$ cat src/msa_pkg.sv
// Shared constants, codes and result types for the track run-length decoder.
package msa_pkg;

  localparam int SECTOR_BYTES = 512;
  localparam int MAX_SPT      = 32;
  localparam int MAX_TRACKS   = 256;
  localparam int HEADER_LEN   = 10;
  localparam int TRACK_LIMIT  = 16384;
  localparam int IMAGE_LIMIT  = 8388608;

  localparam logic [15:0] MAGIC_WORD = 16'd3599;
  localparam logic [7:0]  ESC_BYTE   = 8'hE5;

  localparam int SPT_W   = $clog2(MAX_SPT + 1);
  localparam int TB_W    = $clog2(TRACK_LIMIT + 1);
  localparam int TN_W    = $clog2(MAX_TRACKS + 1);
  localparam int TRK_W   = TN_W + 1;
  localparam int PROD_W  = TRK_W + TB_W;
  localparam int IMG_W   = 24;
  localparam int HC_W    = $clog2(HEADER_LEN);

  localparam int MAX_RES   = 3;
  localparam int RB_DEPTH  = 4;
  localparam int RB_PTR_W  = $clog2(RB_DEPTH);
  localparam int RB_CNT_W  = $clog2(RB_DEPTH + 1);

  // header byte positions that complete a big-endian word
  localparam logic [HC_W-1:0] HB_MAGIC = HC_W'(1);
  localparam logic [HC_W-1:0] HB_SPT   = HC_W'(3);
  localparam logic [HC_W-1:0] HB_SIDES = HC_W'(5);
  localparam logic [HC_W-1:0] HB_FIRST = HC_W'(7);

  localparam logic [2:0] ERR_OK         = 3'd0;
  localparam logic [2:0] ERR_MAGIC      = 3'd1;
  localparam logic [2:0] ERR_SHORT_HDR  = 3'd2;
  localparam logic [2:0] ERR_NO_LEN     = 3'd3;
  localparam logic [2:0] ERR_SHORT_RAW  = 3'd4;
  localparam logic [2:0] ERR_SHORT_PACK = 3'd5;
  localparam logic [2:0] ERR_GEOMETRY   = 3'd6;

  typedef struct packed {
    logic [7:0]       value;
    logic [TB_W-1:0]  count;
    logic             eot;
    logic             eoi;
    logic [2:0]       err;
    logic [IMG_W-1:0] image;
    logic             last;
  } res_t;

  typedef struct packed {
    logic [MAX_RES-1:0]       valid;
    res_t [MAX_RES-1:0]       slot;
  } res_bundle_t;

endpackage

$ cat src/msa_core.sv
// Parser state and per-byte decode step producing up to three result slots.
module msa_core import msa_pkg::*; (
  input  logic        clk_i,
  input  logic        rst_ni,
  input  logic        acc_i,
  input  logic [7:0]  byte_i,
  input  logic        last_i,
  output res_bundle_t bundle_o
);

  typedef enum logic [2:0] {PH_HEAD, PH_LEN, PH_RAW, PH_PACK, PH_SKIP, PH_DONE} phase_e;
  typedef enum logic [1:0] {ESC_IDLE, ESC_FILL, ESC_HI, ESC_LO} esc_e;

  phase_e           phase_q, phase_d;
  esc_e             esc_q, esc_d;
  logic [HC_W-1:0]  hc_q, hc_d;
  logic [SPT_W-1:0] spt_q, spt_d;
  logic             side2_q, side2_d;
  logic [15:0]      first_q, first_d;
  logic [TRK_W-1:0] total_q, total_d;
  logic [TRK_W-1:0] trk_q, trk_d;
  logic [15:0]      left_q, left_d;
  logic [TB_W-1:0]  wr_q, wr_d;
  logic [7:0]       fill_q, fill_d;
  logic [7:0]       hi_q, hi_d;
  logic             err_q, err_d;
  logic [IMG_W-1:0] img_q, img_d;

  logic [TB_W-1:0]   ts;
  logic [15:0]       word;
  logic [16:0]       tracks;
  logic [TRK_W-1:0]  tn;
  logic [PROD_W-1:0] prod;
  logic [15:0]       left_dec;
  logic [TB_W-1:0]   room;
  logic [TB_W-1:0]   cnt_c;
  logic [TB_W-1:0]   wr_inc;
  logic [TRK_W-1:0]  trk_inc;
  logic              close, pad, eoi;
  logic              va, vb, vc;
  res_t              ra, rb, rc;
  logic [2:0]        last_vec;

  assign ts       = TB_W'(spt_q * SECTOR_BYTES);
  assign word     = {hi_q, byte_i};
  assign tracks   = {1'b0, word} - {1'b0, first_q} + 17'd1;
  assign tn       = side2_q ? {tracks[TN_W-1:0], 1'b0} : {1'b0, tracks[TN_W-1:0]};
  assign prod     = PROD_W'(tn) * PROD_W'(ts);
  assign left_dec = left_q - 16'd1;
  assign room     = ts - wr_q;
  assign cnt_c    = (word > 16'(room)) ? room : TB_W'(word);
  assign wr_inc   = wr_q + TB_W'(1);
  assign trk_inc  = trk_q + TRK_W'(1);

  always_comb begin
    phase_d = phase_q;
    esc_d   = esc_q;
    hc_d    = hc_q;
    spt_d   = spt_q;
    side2_d = side2_q;
    first_d = first_q;
    total_d = total_q;
    trk_d   = trk_q;
    left_d  = left_q;
    wr_d    = wr_q;
    fill_d  = fill_q;
    hi_d    = hi_q;
    err_d   = err_q;
    img_d   = img_q;
    close   = 1'b0;
    pad     = 1'b0;
    eoi     = 1'b0;
    va      = 1'b0;
    vb      = 1'b0;
    vc      = 1'b0;
    ra      = '0;
    rb      = '0;
    rc      = '0;
    ra.image = img_q;
    rb.image = img_q;
    rc.image = img_q;

    if (acc_i && !err_q) begin
      unique case (phase_q)
        PH_HEAD: begin
          hc_d = hc_q + HC_W'(1);
          if (!hc_q[0]) begin
            hi_d = byte_i;
          end else begin
            unique case (hc_q)
              HB_MAGIC: begin
                if (word != MAGIC_WORD) begin
                  va     = 1'b1;
                  ra.err = ERR_MAGIC;
                  err_d  = 1'b1;
                end
              end
              HB_SPT: begin
                if (word == 16'd0 || word > 16'(MAX_SPT) ||
                    32'(word) * SECTOR_BYTES > TRACK_LIMIT) begin
                  va     = 1'b1;
                  ra.err = ERR_GEOMETRY;
                  err_d  = 1'b1;
                end else begin
                  spt_d = word[SPT_W-1:0];
                end
              end
              HB_SIDES: begin
                if (word > 16'd1) begin
                  va     = 1'b1;
                  ra.err = ERR_GEOMETRY;
                  err_d  = 1'b1;
                end else begin
                  side2_d = word[0];
                end
              end
              HB_FIRST: begin
                first_d = word;
              end
              default: begin
                // last track word closes the header
                if (word < first_q || tracks > 17'(MAX_TRACKS) ||
                    prod > PROD_W'(IMAGE_LIMIT)) begin
                  va     = 1'b1;
                  ra.err = ERR_GEOMETRY;
                  err_d  = 1'b1;
                end else begin
                  total_d = tn;
                  img_d   = prod[IMG_W-1:0];
                  trk_d   = '0;
                  hc_d    = '0;
                  phase_d = PH_LEN;
                end
              end
            endcase
          end
        end
        PH_LEN: begin
          if (hc_q == '0) begin
            hi_d = byte_i;
            hc_d = HC_W'(1);
          end else begin
            hc_d  = '0;
            wr_d  = '0;
            esc_d = ESC_IDLE;
            if (word == 16'(ts)) begin
              phase_d = PH_RAW;
            end else if (word == 16'd0) begin
              left_d   = '0;
              phase_d  = PH_PACK;
              va       = 1'b1;
              ra.count = ts;
              wr_d     = ts;
              close    = 1'b1;
            end else begin
              left_d  = word;
              phase_d = PH_PACK;
            end
          end
        end
        PH_RAW: begin
          va       = 1'b1;
          ra.value = byte_i;
          ra.count = TB_W'(1);
          wr_d     = wr_inc;
          close    = (wr_inc >= ts);
        end
        PH_PACK: begin
          left_d = left_dec;
          unique case (esc_q)
            ESC_IDLE: begin
              if (byte_i == ESC_BYTE && left_dec >= 16'd3) begin
                esc_d = ESC_FILL;
              end else begin
                va       = 1'b1;
                ra.value = byte_i;
                ra.count = TB_W'(1);
                wr_d     = wr_inc;
              end
            end
            ESC_FILL: begin
              fill_d = byte_i;
              esc_d  = ESC_HI;
            end
            ESC_HI: begin
              hi_d  = byte_i;
              esc_d = ESC_LO;
            end
            ESC_LO: begin
              esc_d = ESC_IDLE;
              if (cnt_c != '0) begin
                va       = 1'b1;
                ra.value = fill_q;
                ra.count = cnt_c;
                wr_d     = wr_q + cnt_c;
              end
            end
          endcase
          if (va && wr_d >= ts) begin
            close = 1'b1;
          end else if (esc_d == ESC_IDLE && left_dec == '0) begin
            // data ran out: zero padding to the track end
            vb       = 1'b1;
            rb.count = ts - wr_d;
            wr_d     = ts;
            close    = 1'b1;
            pad      = 1'b1;
          end
        end
        PH_SKIP: begin
          left_d = left_dec;
          if (left_dec == '0) begin
            phase_d = (trk_q >= total_q) ? PH_DONE : PH_LEN;
          end
        end
        PH_DONE: begin
        end
        default: begin
        end
      endcase

      if (close) begin
        trk_d = trk_inc;
        eoi   = (trk_inc >= total_q);
        if (pad) begin
          rb.eot = 1'b1;
          rb.eoi = eoi;
        end else begin
          ra.eot = 1'b1;
          ra.eoi = eoi;
        end
        if (phase_q == PH_PACK && left_d != '0) begin
          phase_d = PH_SKIP;
        end else begin
          phase_d = eoi ? PH_DONE : PH_LEN;
        end
      end
    end

    if (acc_i && last_i) begin
      if (!err_d && phase_d != PH_DONE) begin
        vc       = 1'b1;
        rc.image = img_d;
        priority if (phase_d == PH_HEAD) begin
          rc.err = ERR_SHORT_HDR;
        end else if (phase_d == PH_LEN) begin
          rc.err = ERR_NO_LEN;
        end else if (phase_d == PH_RAW) begin
          rc.err = ERR_SHORT_RAW;
        end else begin
          rc.err = ERR_SHORT_PACK;
        end
      end
      phase_d = PH_HEAD;
      esc_d   = ESC_IDLE;
      hc_d    = '0;
      spt_d   = '0;
      side2_d = 1'b0;
      first_d = '0;
      total_d = '0;
      trk_d   = '0;
      left_d  = '0;
      wr_d    = '0;
      fill_d  = '0;
      hi_d    = '0;
      err_d   = 1'b0;
      img_d   = '0;
    end

    if (vc) begin
      rc.last = 1'b1;
    end else if (vb) begin
      rb.last = 1'b1;
    end else if (va) begin
      ra.last = 1'b1;
    end
  end

  assign last_vec       = {vc & rc.last, vb & rb.last, va & ra.last};
  assign bundle_o.valid = {vc, vb, va};
  assign bundle_o.slot  = {rc, rb, ra};

  always_ff @(posedge clk_i or negedge rst_ni) begin
    if (!rst_ni) begin
      phase_q <= PH_HEAD;
      esc_q   <= ESC_IDLE;
      hc_q    <= '0;
      spt_q   <= '0;
      side2_q <= 1'b0;
      first_q <= '0;
      total_q <= '0;
      trk_q   <= '0;
      left_q  <= '0;
      wr_q    <= '0;
      fill_q  <= '0;
      hi_q    <= '0;
      err_q   <= 1'b0;
      img_q   <= '0;
    end else begin
      phase_q <= phase_d;
      esc_q   <= esc_d;
      hc_q    <= hc_d;
      spt_q   <= spt_d;
      side2_q <= side2_d;
      first_q <= first_d;
      total_q <= total_d;
      trk_q   <= trk_d;
      left_q  <= left_d;
      wr_q    <= wr_d;
      fill_q  <= fill_d;
      hi_q    <= hi_d;
      err_q   <= err_d;
      img_q   <= img_d;
    end
  end

  a_rearm: assert property (@(posedge clk_i) disable iff (!rst_ni)
    acc_i && last_i |=> phase_q == PH_HEAD && !err_q)
    else $error("decoder did not re-arm after final byte");

  a_one_last: assert property (@(posedge clk_i) disable iff (!rst_ni)
    (va || vb || vc) |-> $onehot(last_vec))
    else $error("item results need exactly one last marker");

  a_written: assert property (@(posedge clk_i) disable iff (!rst_ni)
    (phase_q == PH_RAW || phase_q == PH_PACK) |-> wr_q < ts)
    else $error("track fill count reached track size without closing");

  a_eoi_eot: assert property (@(posedge clk_i) disable iff (!rst_ni)
    !((ra.eoi && !ra.eot) || (rb.eoi && !rb.eot)))
    else $error("end of image without end of track");

endmodule

$ cat src/msa_rbuf.sv
// 4-entry result queue: per cycle up to three in, one out unless stalled.
module msa_rbuf import msa_pkg::*; (
  input  logic        clk_i,
  input  logic        rst_ni,
  input  res_bundle_t bundle_i,
  output logic        stall_o,
  output logic        out_valid_o,
  input  logic        out_stall_i,
  output res_t        res_o
);

  res_t                mem_q [RB_DEPTH];
  logic [RB_PTR_W-1:0] wp_q, rp_q;
  logic [RB_CNT_W-1:0] cnt_q;
  logic [RB_CNT_W-1:0] npush;
  logic                pop;
  res_t                comp [MAX_RES];

  assign npush = RB_CNT_W'($countones(bundle_i.valid));
  assign pop   = out_valid_o && !out_stall_i;

  // pack valid slots to the front, keeping order
  always_comb begin
    comp[0] = bundle_i.valid[0] ? bundle_i.slot[0] :
              (bundle_i.valid[1] ? bundle_i.slot[1] : bundle_i.slot[2]);
    comp[1] = (bundle_i.valid[0] && bundle_i.valid[1]) ? bundle_i.slot[1] :
              bundle_i.slot[2];
    comp[2] = bundle_i.slot[2];
  end

  always_ff @(posedge clk_i) begin
    for (int k = 0; k < MAX_RES; k++) begin
      if (RB_CNT_W'(k) < npush) begin
        mem_q[wp_q + RB_PTR_W'(k)] <= comp[k];
      end
    end
  end

  always_ff @(posedge clk_i or negedge rst_ni) begin
    if (!rst_ni) begin
      wp_q  <= '0;
      rp_q  <= '0;
      cnt_q <= '0;
    end else begin
      wp_q  <= wp_q + RB_PTR_W'(npush);
      rp_q  <= rp_q + RB_PTR_W'(pop);
      cnt_q <= cnt_q + npush - RB_CNT_W'(pop);
    end
  end

  assign out_valid_o = (cnt_q != '0);
  assign res_o       = mem_q[rp_q];
  assign stall_o     = (cnt_q > RB_CNT_W'(RB_DEPTH - MAX_RES));

  a_bound: assert property (@(posedge clk_i) disable iff (!rst_ni)
    cnt_q <= RB_CNT_W'(RB_DEPTH))
    else $error("result queue overflow");

  a_room: assert property (@(posedge clk_i) disable iff (!rst_ni)
    (npush != '0) |-> cnt_q <= RB_CNT_W'(RB_DEPTH - MAX_RES))
    else $error("results pushed without room for a full item");

  a_ptrs: assert property (@(posedge clk_i) disable iff (!rst_ni)
    (cnt_q == '0) |-> (wp_q == rp_q))
    else $error("queue pointers disagree with fill count");

endmodule

$ cat src/msa_track_rle_decoder.sv
// Top level of the archived floppy track run-length decoder.
//
//  channel | signals                                   | direction
//  --------+-------------------------------------------+----------
//  in      | in_valid_i, in_stall_o, in_byte_i,        | consumer
//          | in_last_i                                 |
//  out     | out_valid_o, out_stall_i, run_value_o,    | producer
//          | run_count_o, end_of_track_o,              |
//          | end_of_image_o, error_code_o,             |
//          | image_bytes_o, last_of_item_o             |
//
// One input byte per cycle while in_stall_o is low; each byte is decoded
// in the cycle it is taken and yields 0 to 3 runs, registered in the result
// queue. Runs leave the 4-entry queue one per cycle while out_stall_i is low;
// in_stall_o rises while the queue holds more than one run, so a byte making
// 3 runs stalls input until one run is left, longer while out is stalled.
// rst_ni is asynchronous, active low, and arms the block for a new header.
module msa_track_rle_decoder import msa_pkg::*; (
  input  logic             clk_i,
  input  logic             rst_ni,
  input  logic             in_valid_i,
  output logic             in_stall_o,
  input  logic [7:0]       in_byte_i,
  input  logic             in_last_i,
  output logic             out_valid_o,
  input  logic             out_stall_i,
  output logic [7:0]       run_value_o,
  output logic [TB_W-1:0]  run_count_o,
  output logic             end_of_track_o,
  output logic             end_of_image_o,
  output logic [2:0]       error_code_o,
  output logic [IMG_W-1:0] image_bytes_o,
  output logic             last_of_item_o
);

  logic        acc;
  res_bundle_t bundle;
  res_t        res;

  assign acc = in_valid_i && !in_stall_o;

  msa_core u_core (
    .clk_i    (clk_i),
    .rst_ni   (rst_ni),
    .acc_i    (acc),
    .byte_i   (in_byte_i),
    .last_i   (in_last_i),
    .bundle_o (bundle)
  );

  msa_rbuf u_rbuf (
    .clk_i       (clk_i),
    .rst_ni      (rst_ni),
    .bundle_i    (bundle),
    .stall_o     (in_stall_o),
    .out_valid_o (out_valid_o),
    .out_stall_i (out_stall_i),
    .res_o       (res)
  );

  assign run_value_o    = res.value;
  assign run_count_o    = res.count;
  assign end_of_track_o = res.eot;
  assign end_of_image_o = res.eoi;
  assign error_code_o   = res.err;
  assign image_bytes_o  = res.image;
  assign last_of_item_o = res.last;

endmodule

$ cat config.mk
export PLATFORM = sky130hd
export DESIGN_NAME = msa_track_rle_decoder
export DESIGN_NICKNAME = d
export VERILOG_FILES = /design/src/msa_pkg.sv /design/src/msa_core.sv /design/src/msa_rbuf.sv /design/src/msa_track_rle_decoder.sv
export SDC_FILE = /design/constraint.sdc
export NUM_CORES = 1
export LEC_CHECK = 0
export BUFFER_PORTS_ARGS = -buffer_cell sky130_fd_sc_hd__buf_2
export CAP_MARGIN = 20
export CORE_MARGIN = 5
export CORE_UTILIZATION = 52
export DETAILED_ROUTE_END_ITERATION = 8
export GPL_TIMING_DRIVEN = 0
export HOLD_SLACK_MARGIN = 0.15
export PLACE_DENSITY_LB_ADDON = 0.12
export SYNTH_ARGS = -nofsm -noshare
export SYNTH_HDL_FRONTEND = slang
export SYNTH_SLANG_ARGS = --single-unit
export TNS_END_PERCENT = 1
$ cat constraint.sdc
create_clock -name clk_i -period 19.7 [get_ports clk_i]
set_clock_uncertainty 0.05 [all_clocks]
set_input_delay 0 -clock clk_i [delete_from_list [all_inputs] [get_ports clk_i]]
set_output_delay 0 -clock clk_i [all_outputs]
set_load 0.05 [all_outputs]
==> impl_metrics.yaml, run 1 <==
synthesis:
  async_flop_share: 0.382
  synth_cells: 2773
  synthMuxAreaShare: 0.0604
  synth_cell_type_count: 99
  synth_top_area_share: 0.134
  ys_top_cells_by_count: "nand2_1, a21oi_1, nor2_1"
  synth_most_common_cell: "nand2_1"
  synthFlopType: "dfrtp_1"
  synth_fa_ha_area_frac: 0.108
  syn_area_um2: 25200
  synth-xor-area-share: 0.0302
  synth_area_leaders: "edfxtp_1, dfrtp_1, dfxtp_1"
  synth_top_family_by_area: "compound AO/OA/AOI/OAI gates"
  yosys_register_bits: 343
  synth_edf_count: 112
  synth-compound-area-share: 0.228
  synth_top_cell_by_area: "edfxtp_1"
  avgSynthCellArea_um2: 9.08
  ys.warnings.count: 0
  yosys.area_share.simple: 0.175
  syn-num-nets: 2978
  ys_seq_area_frac: 0.343
timing:
  max_slew_margin: 0.224
  clock.fmax_mhz: 61.0
  hold_violations: 0
  rsz0062_at_grt: "no"
  slew_violations: 0
  worst_pin_slew_ns: 1.16
  tns_ns: 0
  setup_viol: 0
  period_share: 0.832
  min_period_ns: 16.39
routing:
  ant_nets: 0
  wl_per_cell_um: 25.7
  firstDrtPassIters: 7
  viasPerCell: 6.72
  wirelength_um: 91300
  drc: 0
  first_iter_violations: 2870
  vias: 23900
power:
  powerDensity_nw_per_um2: 134
  cellLeakagePower_uw: 0.0113
  irDropWorstVdd_v: 0.000103
clocking:
  post_cts_buffers: 0
  clockBufferDepth: 3
  htree_num_levels: 2
  ctsResizeCount: 0
  root_buffer: "clkbuf_16"
  cts_buffers: 41
  clk_latency_ns: 0.60
  cts_tree: "built"
  clock-sinks: 343
  clk_pin_slew_ns: 0.06
worst_setup_path:
  cpMostUsedCell: "clkbuf_1"
  required_ns: 20.05
  cp-startpoint: "u_core.wr_q[9]"
  cp_slowest_cell: "nor3_1"
  cp_max_fo: 33
  path_class: "reg -> reg"
  reg2reg_from: "u_core.wr_q[9]"
  arrival_ns: 16.74
  reg2regPathDepth: 54
  start_kind: "register"
  crit_path_end_kind: "register"
  critical-path-max-stage-delay_ns: 0.68
status:
  status: "complete, no violations"
floorplanning:
  io-pin-count: 68
  die_h_um: 230
  fp-row-count: 80
  die_w_um: 230
  start_util: 0.526
  core-area_um2: 47800
  die_area_um2: 52900
placed_design:
  port_buffers: 67
  globalplace.congestion: 1.01
  hpwlAfterDp_um: 68300
  dpl_cell_area_um2: 26400
min_path:
  hp-class: "in -> reg"
  holdCritStartpoint: "out_stall_i"
  hold_path_depth: 4
global_routing:
  busiest_layer: "met2"
  grt_use_met2: 0.537
  track_usage: 0.332
  grt_pass1_wl_um: 138000
  grt_overflow: 0
  antenna_found_initial: 2
  use_met3: 0.0543
  grt_start_max_net_pins: 79
  grt_use_met1: 0.450
  first_global_vias: 23000
final_layout:
  syn_to_final_growth_pct: 11.1
  fin_nets: 3111
  fin_area_um2: 28000
  drive_above_1_share: 0.0929
job:
  drv_cap: 0
[routing by layer]
layer	routed length, µm	part of all wire
met3	8470	0.093
met5	0	0
met2	42000	0.46
met4	4090	0.045
met1	36700	0.40
[per-stage QoR]
| stage | power (µW) | util | worst slack (ns) | hold WS (ns) | std cells |
|---|---|---|---|---|---|
| floorplan | 2270 | - | 7.30 | -0.346 | 2773 |
| global placement | 2840 | 0.550 | 2.57 | 0.269 | 3455 |
| detailed placement | 2880 | 0.552 | 3.87 | 0.0569 | 3461 |
| CTS | 3700 | 0.585 | 3.73 | 0.306 | 3551 |
| global route | 3930 | 0.585 | 2.62 | 0.341 | 3554 |
| finish | 3750 | 0.585 | 3.31 | 0.317 | 3555 |
[logic make-up after synthesis]
logic type / after synthesis
simple gates: 904
compound gates: 810
buf+inv: 353
flops: 343
fa+ha+maj: 192
xor+xnor: 86
mux: 85
[final timing paths]
kind	to	slack (ns)
setup / recovery	u_rbuf.mem_q[3][2]	3.31
hold / removal	u_rbuf.rp_q[0]	0.32
setup reg to reg	u_rbuf.mem_q[3][2]	3.31
hold reg to reg	u_rbuf.mem_q[0][39]	0.41
max in group asynchronous	u_core.hi_q[7]	18.65
min in group asynchronous	u_core.total_q[0]	0.52
[flip-flops by register name, indices dropped and copies added, names as in the netlist]
signal          cells
u_core.first_q     16
u_rbuf.cnt_q        3
u_rbuf.wp_q         2
u_core.esc_q        2
u_core.hc_q         4
u_core.total_q     10
u_core.phase_q      3
u_rbuf.mem_q      212
u_core.err_q        1
u_rbuf.rp_q         2
u_core.fill_q       8
u_core.side2_q      1
u_core.spt_q        6
u_core.hi_q         8
u_core.wr_q        15
u_core.img_q       24
u_core.left_q      16
u_core.trk_q       10
[final cells by class]
cell class	count	area, µm²
tap	615	769
antenna	1	2.50
fill	4264	19900
clock buffer	64	1250
buffer	183	741
sequential	343	8640
timing repair buffer	90	584
multi-input combinational	2077	15200
inverter	170	638
clock inverter	12	173
[cells in the final DEF, fill, tap and decap left out, types with 84 or more instances in the layout]
cell | Yosys | layout
nand2_1 | 298 | 298
nand3_1 | 84 | 84
edfxtp_1 | 112 | 112
inv_1 | 168 | 164
a21oi_1 | 179 | 179
o21ai_0 | 122 | 122
nor2_1 | 175 | 175
dfrtp_1 | 131 | 131
dfxtp_1 | 100 | 100
ha_1 | 148 | 148
clkbuf_1 | 157 | 167
[power breakdown]
part	internal, µW	switching [µW]	total, µW
Combinational	656	1410	2060
Sequential	797	73.7	871
Clock	481	332	813
[critical path, delay by kind of cell (launching register included)]
kind	cells	cell delay, ns
xor gates and xnor gates	2	0.63
buffers and inverters	15	3.94
AOI/OAI and AO/OA	19	5.47
and+or+nand+nor	13	3.90
adders and majority gates	5	1.63
DFF	1	0.52
[timing repair]
action | in CTS | in global routing
hold endpoints to repair | 177 | 0
hold buffers | 14 | 0
setup endpoints to repair | 0 | 0
Power figures use the tool's default switching activity.
==> inputs of run 2 (changes only) <==
- clock period: 19.7 -> 15.7 ns (I/O delays scaled with it)
==> impl_metrics.yaml, run 2 (synthesis gave the netlist of run 1 again) <==
worst_setup_path:
  path_class: "reg -> reg"
  start_kind: "register"
  crit_path_end_kind: "register"
  reg2reg_from: "u_core.wr_q[9]"
  arrival_ns: 15.53
  cp_max_fo: 33
  required_ns: 16.05
  critical-path-max-stage-delay_ns: 0.83
  cp-startpoint: "u_core.wr_q[9]"
  cp_slowest_cell: "nor2_1"
final_layout:
  largest_reg_flops: 212
  reg_top3: "u_rbuf.mem_q: 212 flops, u_core.img_q: 24 flops"
  seq_area_um2: 8640
  syn_to_final_growth_pct: 11.6
  fin_nets: 3116
  fill_cells: 4250
  layout_commonest_cell: "nand2_1"
  top_register: "u_rbuf.mem_q"
  final_cell_mix: "nand2_1, a21oi_1, nor2_1, clkbuf_1, inv_1"
  drive_above_1_share: 0.0988
  multi_input_area_um2: 15300
floorplanning:
  core-area_um2: 47800
  io-pin-count: 68
  die_area_um2: 52900
  die_w_um: 230
  start_util: 0.526
  fp-row-count: 80
  die_h_um: 230
power:
  switching_power_uw: 2280
  powerDensity_nw_per_um2: 168
  swShare: 0.483
  cellLeakagePower_uw: 0.0113
  p_int_uw: 2440
  irDropWorstVdd_v: 0.000129
  seqPwrFrac: 0.232
  comb_power_share: 0.552
  power.total_uw: 4720
  clockPowerShare: 0.216
clocking:
  clockBufferDepth: 3
  clk_pin_slew_ns: 0.06
  cts_tree: "built"
  clk_latency_ns: 0.60
  cts_buffers: 41
  root_buffer: "clkbuf_16"
  htree_num_levels: 2
  clock-sinks: 343
timing:
  hold_violations: 0
  rsz0062_at_grt: "no"
  clock.fmax_mhz: 65.9
  worst_pin_slew_ns: 1.16
  tns_ns: 0
  setup_viol: 0
  min_period_ns: 15.18
  max_slew_margin: 0.228
  fin_ws_ns: 0.517
  period_share: 0.967
  worst_hold_slack_ns: 0.316
  slew_violations: 0
placed_design:
  dpl_worst_slack_ns: -0.133
  hpwlAfterDp_um: 68300
  port_buffers: 67
  globalplace.congestion: 1.01
global_routing:
  track_usage: 0.332
  first_global_vias: 23000
  grt_pass1_wl_um: 138000
  antenna_found_initial: 2
  grt_overflow: 0
  grt_start_max_net_pins: 79
routing:
  wl_per_cell_um: 25.6
  viasPerCell: 6.72
  drc: 0
  wirelength_um: 91200
  ant_nets: 0
  vias: 23900
  firstDrtPassIters: 8
  first_iter_violations: 2880
min_path:
  hp-class: "in -> reg"
  holdCritStartpoint: "out_stall_i"
job:
  drv_cap: 0
status:
  status: "complete, no violations"
==> run 2: cell count changes in the layout (fill, tap and decap cells not counted), moves of 3 or more <==
cell,change
nor3_2,+3
inv_4,+3
inv_2,-3
buf_4,+5
nor3_1,-5
==> run 2: metal layers <==
layer,vias to the layer above,track usage,share of wire
met5,-,0,0
met4,0,0.132,0.044
met3,248,0.0543,0.092
met2,1395,0.537,0.46
met1,11700,0.450,0.40
li1,10600,-,-
==> run 2: power by group through the flow <==
stage | Combinational (µW) | Clock (µW) | Sequential [µW]
final | 2600 | 1020 | 1090
after global routing | 2790 | 1060 | 1100
after CTS | 2530 | 1020 | 1090
after detailed placement | 2510 | 0 | 1100
after global placement | 2460 | 0 | 1100
after floorplan | 1770 | 0 | 1070
==> run 2: stage by stage <==
stage	util	cells	area (µm²)
2_1_floorplan	-	2773	25200
3_3_place_gp	0.550	3455	26300
3_5_place_dp	0.552	3461	26400
4_1_cts	0.585	3551	28000
5_1_grt	0.587	3559	28100
6_report	0.588	3562	28100
==> run 2: timing repair <==
item | 4_1_cts | 5_1_grt
hold buffers | 14 | 0
pin swaps | 0 | 3
endpoints found under the setup margin | 18 | 235
setup buffers | 0 | 5
endpoints found under the hold margin | 177 | 0
gates resized for setup | 2 | 18
==> run 2: worst max-delay path, delay by kind of cell, from the launching register on <==
family,cells,cell delay [ns]
buffers and inverters,14,3.10
xor gates and xnor gates,1,0.18
adders and majority gates,5,1.98
AOI/OAI and AO/OA,20,4.90
and+or+nand+nor,12,4.19
DFF,1,0.51
==> run 2: worst paths after layout <==
kind | slack, ns | endpoint | cells after the start
min | 0.32 | u_rbuf.rp_q[0] | 4
min reg2reg | 0.41 | u_rbuf.mem_q[0][39] | 2
max reg2reg | 0.52 | u_rbuf.mem_q[2][4] | 52
min in group asynchronous | 0.51 | u_core.total_q[0] | 4
max | 0.52 | u_rbuf.mem_q[2][4] | 52
max in group asynchronous | 14.64 | u_core.first_q[8] | 4
==> run 2: cell type report <==
type                       count  area share
buffer                       183      0.0264
sequential                   343       0.307
timing repair buffer          95      0.0221
clock buffer                  64      0.0446
antenna                        3    0.000267
tap                          615      0.0274
multi-input combinational   2077       0.543
inverter                     170      0.0230
clock inverter                12     0.00614
